[src/rtl/dec_pkg.sv]
// dec_pkg: word types, button codes and calendar helpers for the date editor
// no dependencies
`timescale 1ns / 1ps
`default_nettype none

package dec_pkg;

  localparam int unsigned DayW   = 5;
  localparam int unsigned MonthW = 4;
  localparam int unsigned YearW  = 12;

  localparam logic [1:0] CMD_UP     = 2'd0;
  localparam logic [1:0] CMD_DOWN   = 2'd1;
  localparam logic [1:0] CMD_SELECT = 2'd2;
  localparam logic [1:0] CMD_BACK   = 2'd3;

  localparam logic [1:0] FLD_DAY_TENS = 2'd0;
  localparam logic [1:0] FLD_DAY_ONES = 2'd1;
  localparam logic [1:0] FLD_MONTH    = 2'd2;
  localparam logic [1:0] FLD_YEAR     = 2'd3;

  localparam logic [MonthW-1:0] MonthFirst = 4'd1;
  localparam logic [MonthW-1:0] MonthLast  = 4'd12;
  localparam logic [YearW-1:0]  YearMax    = 12'd4095;

  typedef struct packed {
    logic [1:0]        cmd;
    logic [DayW-1:0]   cur_day;
    logic [MonthW-1:0] cur_month;
    logic [YearW-1:0]  cur_year;
  } dec_in_t;

  typedef struct packed {
    logic              editing;
    logic [1:0]        field_sel;
    logic [DayW-1:0]   edit_day;
    logic [MonthW-1:0] edit_month;
    logic [YearW-1:0]  edit_year;
    logic              commit;
    logic              leave_menu;
  } dec_out_t;

  // month length, february has 29 days when year % 4 == 0
  // out of range months count as 31 days
  function automatic logic [DayW-1:0] month_days(input logic [MonthW-1:0] month,
                                                  input logic [YearW-1:0] year);
    logic [DayW-1:0] len;
    case (month)
      4'd2:    len = (year[1:0] == 2'd0) ? 5'd29 : 5'd28;
      4'd4:    len = 5'd30;
      4'd6:    len = 5'd30;
      4'd9:    len = 5'd30;
      4'd11:   len = 5'd30;
      default: len = 5'd31;
    endcase
    return len;
  endfunction

  // remainder by ten of a day value
  function automatic logic [DayW-1:0] day_mod10(input logic [DayW-1:0] day);
    logic [DayW-1:0] r;
    if (day < 5'd10) begin
      r = day;
    end else if (day < 5'd20) begin
      r = day - 5'd10;
    end else if (day < 5'd30) begin
      r = day - 5'd20;
    end else begin
      r = day - 5'd30;
    end
    return r;
  endfunction

endpackage

`default_nettype wire

[src/rtl/date_edit_controller.sv]
// date_edit_controller: button driven date editor, one button word in, one status word out
// depends on dec_pkg
// an accepted button word is held in the input register, then its status word is registered in the output register
// throughput: one word per cycle while the output is not stalled; the edit state updates in the cycle the word
//   leaves the input register, so a word may follow in the next cycle
// reset: asynchronous, active low; idle mode, field 0, edit day, month and year 0,
//   input and output registers empty
`timescale 1ns / 1ps
`default_nettype none

module date_edit_controller import dec_pkg::*; (
  input  wire logic     clk_i,
  input  wire logic     rst_ni,
  input  wire logic     in_valid_i,
  output logic          in_stall_o,
  input  wire dec_in_t  in_word_i,
  output logic          out_valid_o,
  input  wire logic     out_stall_i,
  output dec_out_t      out_word_o
);

  logic              in_valid_q;
  dec_in_t           in_q;
  logic              out_valid_q;
  dec_out_t          out_q;

  logic              edit_q, edit_d;
  logic [1:0]        field_q, field_d;
  logic [DayW-1:0]   day_q, day_d;
  logic [MonthW-1:0] month_q, month_d;
  logic [YearW-1:0]  year_q, year_d;
  logic              commit_d;

  logic              exec;
  logic              in_take;
  logic [DayW-1:0]   max_day;
  logic [DayW:0]     day_up10;
  logic [DayW:0]     day_up1;

  assign exec       = in_valid_q && (!out_valid_q || !out_stall_i);
  assign in_stall_o = in_valid_q && !exec;
  assign in_take    = in_valid_i && !in_stall_o;

  assign max_day  = month_days(month_q, year_q);
  assign day_up10 = {1'b0, day_q} + 6'd10;
  assign day_up1  = {1'b0, day_q} + 6'd1;

  always_comb begin
    edit_d   = edit_q;
    field_d  = field_q;
    day_d    = day_q;
    month_d  = month_q;
    year_d   = year_q;
    commit_d = 1'b0;
    if (!edit_q) begin
      if (in_q.cmd == CMD_SELECT) begin
        edit_d  = 1'b1;
        field_d = FLD_DAY_TENS;
        day_d   = in_q.cur_day;
        month_d = in_q.cur_month;
        year_d  = in_q.cur_year;
      end
    end else begin
      case (in_q.cmd)
        CMD_UP: begin
          case (field_q)
            FLD_DAY_TENS: begin
              // overflow keeps only the ones digit, which can give day 0
              day_d = (day_up10 > {1'b0, max_day}) ? day_mod10(day_q) : day_up10[DayW-1:0];
            end
            FLD_DAY_ONES: begin
              day_d = (day_up1 > {1'b0, max_day}) ? 5'd1 : day_up1[DayW-1:0];
            end
            FLD_MONTH: begin
              month_d = (month_q >= MonthLast) ? MonthFirst : month_q + 4'd1;
            end
            default: begin
              if (year_q < YearMax) year_d = year_q + 12'd1;
            end
          endcase
        end
        CMD_DOWN: begin
          case (field_q)
            FLD_DAY_TENS: day_d   = (day_q <= 5'd10) ? max_day : day_q - 5'd10;
            FLD_DAY_ONES: day_d   = (day_q <= 5'd1) ? max_day : day_q - 5'd1;
            FLD_MONTH:    month_d = (month_q <= MonthFirst) ? MonthLast : month_q - 4'd1;
            default: begin
              if (year_q != '0) year_d = year_q - 12'd1;
            end
          endcase
        end
        CMD_SELECT: begin
          field_d = field_q + 2'd1;
          if (field_q == FLD_YEAR) begin
            edit_d   = 1'b0;
            commit_d = 1'b1;
          end
        end
        default: ;
      endcase
    end
  end

  always_ff @(posedge clk_i or negedge rst_ni) begin
    if (!rst_ni) begin
      in_valid_q  <= 1'b0;
      out_valid_q <= 1'b0;
      edit_q      <= 1'b0;
      field_q     <= FLD_DAY_TENS;
      day_q       <= '0;
      month_q     <= '0;
      year_q      <= '0;
    end else begin
      if (in_take) begin
        in_valid_q <= 1'b1;
      end else if (exec) begin
        in_valid_q <= 1'b0;
      end
      if (exec) begin
        out_valid_q <= 1'b1;
        edit_q      <= edit_d;
        field_q     <= field_d;
        day_q       <= day_d;
        month_q     <= month_d;
        year_q      <= year_d;
      end else if (!out_stall_i) begin
        out_valid_q <= 1'b0;
      end
    end
  end

  always_ff @(posedge clk_i) begin
    if (in_take) begin
      in_q <= in_word_i;
    end
    if (exec) begin
      out_q.editing    <= edit_d;
      out_q.field_sel  <= field_d;
      out_q.edit_day   <= day_d;
      out_q.edit_month <= month_d;
      out_q.edit_year  <= year_d;
      out_q.commit     <= commit_d;
      out_q.leave_menu <= (in_q.cmd == CMD_BACK);
    end
  end

  assign out_valid_o = out_valid_q;
  assign out_word_o  = out_q;

  a_idle_field_zero: assert property (@(posedge clk_i) disable iff (!rst_ni)
    !edit_q |-> field_q == FLD_DAY_TENS)
    else $error("field index not zero while idle");

  a_enter_on_select: assert property (@(posedge clk_i) disable iff (!rst_ni)
    $rose(edit_q) |-> $past(exec && in_q.cmd == CMD_SELECT))
    else $error("edit mode entered without a select word");

  a_commit_leaves_edit: assert property (@(posedge clk_i) disable iff (!rst_ni)
    out_valid_q && out_q.commit |-> !out_q.editing && out_q.field_sel == FLD_DAY_TENS)
    else $error("commit word still shows edit mode");

  a_state_holds: assert property (@(posedge clk_i) disable iff (!rst_ni)
    !exec |=> $stable({edit_q, field_q, day_q, month_q, year_q}))
    else $error("edit state changed without a word");

endmodule

`default_nettype wire
[config.mk]
export PLATFORM = sky130hd
export DESIGN_NAME = date_edit_controller
export DESIGN_NICKNAME = d
export VERILOG_FILES = /design/src/rtl/dec_pkg.sv /design/src/rtl/date_edit_controller.sv
export SDC_FILE = /design/constraint.sdc
export NUM_CORES = 1
export LEC_CHECK = 0
export BUFFER_PORTS_ARGS = -buffer_cell sky130_fd_sc_hd__buf_2
export CAP_MARGIN = 40
export CELL_PAD_IN_SITES_DETAIL_PLACEMENT = 1
export CELL_PAD_IN_SITES_GLOBAL_PLACEMENT = 1
export CORE_ASPECT_RATIO = 1.2
export CORE_UTILIZATION = 40
export CTS_CLUSTER_DIAMETER = 100
export DETAILED_ROUTE_END_ITERATION = 6
export GPL_TIMING_DRIVEN = 0
export HOLD_SLACK_MARGIN = 0.12
export PLACE_DENSITY = 0.84
export SLEW_MARGIN = 20
export SYNTH_ARGS = -nofsm -noshare
export SYNTH_HDL_FRONTEND = slang
export SYNTH_SLANG_ARGS = --single-unit
[constraint.sdc]
create_clock -name clk_i -period 2.9 [get_ports clk_i]
set_clock_uncertainty 0.2 [all_clocks]
set_input_delay 0.435 -clock clk_i [delete_from_list [all_inputs] [get_ports clk_i]]
set_output_delay 0.435 -clock clk_i [all_outputs]
set_load 0.005 [all_outputs]
Word level (Yosys, flattened, before mapping)
Cells that the tools add are included.
{ "word_totals": {"out_inout_bits": 28, "register_bits": 75} }
{ "classes": {"add_sub_neg": 11, "reduce_logical": 16, "n_eq_ne": 12, "muxes": 40, "magnitude_cmp": 10} }
{ "ops": {"columns": ["cell", "n"], "rows": [
  ["12-bit 2-to-1 mux", 6],
  ["5-bit 2-to-1 mux", 9],
  ["5-bit case mux with 2 select lines", 3],
  ["4-bit 2-to-1 mux", 6],
  ["12-bit case mux with 2 select lines", 1],
  ["12-bit by 1-bit adder with 12-bit output, second input constant", 1],
  ["6-bit by 5-bit > comparator with 1-bit output", 2],
  ["12-bit < comparator, second input constant", 1],
  ["12-bit nonzero test", 1],
  ["12-bit by 1-bit subtractor with 12-bit output, second input constant", 1],
  ["5-bit < comparator, second input constant", 2],
  ["1-bit 2-to-1 mux", 10],
  ["5-bit subtractor, second input constant", 2],
  ["2-bit equality test, second input constant", 4],
  ["4-bit by 3-bit equality test with 1-bit output, second input constant", 2],
  ["4-bit equality test, second input constant", 2],
  ["4-bit case mux with 2 select lines", 1],
  ["5-bit by 1-bit adder with 6-bit output, second input constant", 1],
  ["5-bit by 4-bit adder with 6-bit output, second input constant", 1],
  ["2-bit zero test", 3],
  ["2-bit 2-to-1 mux", 3],
  ["5-bit by 1-bit less-or-equal comparator with 1-bit output, second input constant", 1],
  ["5-bit by 4-bit less-or-equal comparator with 1-bit output, second input constant", 1],
  ["5-bit by 4-bit < comparator with 1-bit output, second input constant", 1],
  ["18 further kinds", 24]
]} }

Longest topological paths before layout
{ "depth": {"ltp_word": 8, "ltp_mapped": 12, "ltp_nobuf": 12} }

Least setup slack after synthesis
Ideal clock, no wire load.
{ "synth_timing": {"path_kind": "register to register", "startpoint": "register month_q[0]", "endpoint": "register out_q, in the netlist out_word_o[19] (data pin)", "slack_ns": -0.136, "path_stages_with_launch": 13, "required_ns": 2.428, "t_arrival_ns": 2.564, "cell_sequence": "dfrtp_1 inv_1 ha_1 o21ai_0 o21ai_0 o21ai_0 ha_1 nand2_1 o2111ai_1 a221oi_1 mux2i_1 a2111oi_2 a31oi_1"} }
{ "synth_between": {"elab_chain_len": 8} }
{ "synth_lines": {"columns": ["item", "line_no", "rtl"], "rows": [
  ["from (decl)", "date_edit_controller.sv:30", "logic [MonthW-1:0] month_q, month_d;"],
  ["from (signal assigned)", "date_edit_controller.sv:124", "month_q <= month_d;"],
  ["4-bit equality test / 4-bit by 3-bit equality test with 1-bit output (equally long branches)", "dec_pkg.sv:48", "case (month)"],
  ["4-bit OR reduction (no line)", null, null],
  ["2-bit case mux with 2 select lines *", "dec_pkg.sv:48", null],
  ["6-bit by 5-bit > comparator with 1-bit output (on tied branches)", "date_edit_controller.sv:72, date_edit_controller.sv:69", null],
  ["5-bit 2-to-1 mux (on tied branches)", "date_edit_controller.sv:72, date_edit_controller.sv:69", null],
  ["5-bit case mux with 2 select lines", "date_edit_controller.sv:66", "case (field_q)"],
  ["5-bit case mux with 2 select lines *", "date_edit_controller.sv:64", "case (in_q.cmd)"],
  ["5-bit 2-to-1 mux *", "date_edit_controller.sv:55", "if (!edit_q) begin"],
  ["net day_d[1]", "date_edit_controller.sv:29", "logic [DayW-1:0] day_q, day_d;"],
  ["to (decl)", "date_edit_controller.sv:25", "dec_out_t out_q;"]
]} }
Mark *: on every way through the listed nets, which the timed path passes. The rest lies on a longest branch.
A chain may end at the register's enable or synchronous reset.

Final worst setup path
{ "layout_timing": {"startpoint": "register day_q[0]", "endpoint": "register out_q, in the netlist out_word_o[19] (data pin)"} }
{ "layout_between": {"elab_chain_len": 8} }
{ "layout_lines": {"columns": ["item", "line_no", "rtl"], "rows": [
  ["from (decl)", "date_edit_controller.sv:29", null],
  ["from (signal assigned)", "date_edit_controller.sv:123", "day_q <= day_d;"],
  ["branches (longest 6 deep; another with 5-bit by 1-bit adder with 6-bit output)", null, null],
  ["5-bit case mux with 2 select lines *", "date_edit_controller.sv:64", null],
  ["5-bit 2-to-1 mux *", "date_edit_controller.sv:55", null],
  ["net day_d[1]", "date_edit_controller.sv:29", null]
]} }
Mark *: on every way through the listed nets, which the timed path passes.

==> results.md <==
* Status: finished with violations
* Violated checks: setup timing
* Data required time at the worst endpoint at 2.75 ns
* FFs w/ async S/R, synth at 0.347
* # rows at 45
* Fin crit share at 1.05
* Crit Path Max Fanout at 9
* Synth area leader: edfxtp_1
* Post-synth EDFFs at slightly below 50
* Post-Syn Area at 5270 um2
* Yosys reg bits at 75
* # setup viols final at 4
* Worst slew pin tran at 0.899 ns
* DRT iter0 DRCs at 415
* Die area at 13600 um2
* # DRC at 0
* Post-Syn Nets at 630
* Chip width at 107 um
* Syn Inst Count at 575
* DP Worst Slack at -0.719 ns
* I/O pin count at 55
* Largest cells by area after synthesis: edfxtp_1 28%, dfrtp_1 12%, ha_1 6.6%
* Overflow after GRT at 0
* GPL Wtd Cong at between 0.9 and 1
* Per-cell routed wire length at 23.0 um
* First-pass GRT wire length at between 20000 and 30000 um
* CTS root buf: clkbuf_16
* Main synth FF type: edfxtp_1
* Number of global-route vias before repair at 5567
* Post-synth top area share at 0.279
* Fmax at 329 MHz
* Crit path DAT at 2.89 ns
* Pre-Repair DR Iteration Count at 5
* Synth top cells by count: 49 x edfxtp_1, 48 x a21oi_1, 48 x nand2_1, 48 x nor2_1, 35 x o21ai_0
* TritonCTS Buffers at 9
* Hold WS at 0.284 ns
* Lkg Pwr at between 0.002 and 0.003 uW
* Total routed wirelength at 19600 um
* Initial Util at 0.414
* Largest net degree at the start of global routing at 27
* Crit path launch type: flip-flop
* Post-DRT Antenna Nets at 0
* Via density at 6.17
* Final-report hold violation count at 0
* Via Count at around 5300
* Clock Path Buffers at 2
* Core area at 12700 um2
* Gr usage total at 0.288
* Worst IR Drop VDD at between 0.0004 and 0.0005 V
* Worst Setup End Kind: flip-flop
* Die height at 128 um
* Final min period at 3.04 ns
* N_diodes at 0
* Synth unique cells at 76
* Port Buffer Count at 54
* CTS tree: yes
* # nets final at 740
* Slew HR at 0.395
* Total power at approximately 7000 uW
* Cell with the most instances after synthesis: edfxtp_1
* Initial antenna violation count at 0
* Syn Area/Cell at just over 9 um2
* Clk slew on worst S/H paths at 0.06 ns
* PwrDens at slightly above 1000 nW/um2
* Post-synthesis sequential area ratio at 0.403
* Path type of the worst min-delay path: reg -> reg
* Post-DP HPWL at about 13000 um
* Clock Sinks at 75
* # Max-Cap Violations at 0
* Crit path kind: reg -> reg
* Fin. max-slew vios at 0
* Htree depth at 3
* Layout cells sized above 1 at 0.274
* Unrepaired setup endpoints after global routing: yes
* Yosys warns at 0
* Final WS setup at -0.135 ns
* P&R area growth vs syn at 30.6%
* Clk_lat worst skew at ~0.36 ns
==> cell families after synthesis <==
group           count (synthesis)  synth area share
compound gates                185             0.239
xor+xnor                       14            0.0233
fa+ha+maj                      28            0.0665
buf+inv                        72            0.0572
flops                          75             0.403
mux                            20            0.0401
simple gates                  181             0.171
==> what timing repair did <==
| action | 4_1_cts | 5_1_grt |
|---|---|---|
| buffers inserted | 14 | 6 |
| pin swaps | 15 | 15 |
| endpoints found under the hold margin | 51 | 0 |
| hold buffers | 26 | 0 |
| gates resized for setup | 67 | 32 |
| gates cloned | 0 | 0 |
| endpoints found under the setup margin | 33 | 16 |
==> critical path: stages, from the launching register on <==
cell       delay (ns)
dfrtp_1          0.46
buf_4            0.22
inv_2            0.18
ha_4             0.25
ha_1             0.32
a21oi_2          0.08
nor4_4           0.37
nor3_4           0.12
a2111oi_4        0.42
a31oi_1          0.10
==> registers in the layout (all words and copies together) (netlist names) <==
name / count
out_word_o: 26
in_q: 23
year_q: 12
day_q: 5
month_q: 4
field_q: 2
edit_q: 1
in_valid_q: 1
out_valid_o: 1
==> report_power, final <==
group / internal [uW] / switching (uW)
Sequential: 1480 / 248
Clock: 593 / 520
Combinational: 1750 / 2560
==> layout make-up <==
cell class                      count  area (um2)
Inverter                           26         111
Multi-Input combinational cell    428        3170
Buffer                             45         256
Fill cell                        1520        5840
Clock buffer                        9         225
Sequential cell                    75        2130
Timing Repair Buffer              100         723
Clock inverter                      7        60.1
Tap cell                          164         205
==> metrics by stage <==
stage	cell area, um2	setup TNS [ns]	utilization	cells
after floorplan	5280	0	-	575
after global placement	5750	-17.14	0.452	793
after detailed placement	5780	-9.55	0.454	794
after CTS	6690	-0.132	0.526	849
after global routing	6880	-0.831	0.541	854
final	6880	-0.376	0.541	854
==> worst paths after layout <==
path | to | from | depth (start not counted) | slack (ns)
worst max-delay path | out_word_o[19]$_DFFE_PP_ | day_q[0]$_DFFE_PN0P_ | 9 | -0.14
worst min-delay path | out_valid_o$_DFFE_PN0P_ | in_valid_q$_DFFE_PN0P_ | 1 | 0.28
worst max register to register | out_word_o[19]$_DFFE_PP_ | day_q[0]$_DFFE_PN0P_ | 9 | -0.14
worst min register to register | out_valid_o$_DFFE_PN0P_ | in_valid_q$_DFFE_PN0P_ | 1 | 0.28
max in group asynchronous | day_q[2]$_DFFE_PN0P_ | rst_ni | 2 | 1.51
min in group asynchronous | month_q[2]$_DFFE_PN0P_ | rst_ni | 2 | 0.47
==> placed cells by master, fill, tap and decap left out, drive strengths merged, types with 8 or more instances in the layout <==
master and n:
a211oi 10, a21oi 48, a31oi 13, buf 92, clkbuf 36, dfrtp 26
dlygate4sd3 26, edfxtp 49, ha 28, inv 25, mux2 9, mux2i 11
nand2 48, nand3 19, nor2 50, nor2b 8, nor3 12, o21ai 36
o22ai 11, o31ai 8, xnor2 10
==> metal layers <==
metal  vias to the layer above  wire, um  GRT usage
li1                       2373         -          -
met1                      2617      7800      0.339
met2                       217     10100      0.503
met3                        62      1040     0.0473
met4                         0       754      0.145
met5                         -         0          0
Note: power is estimated with default switching activity, not from simulation.
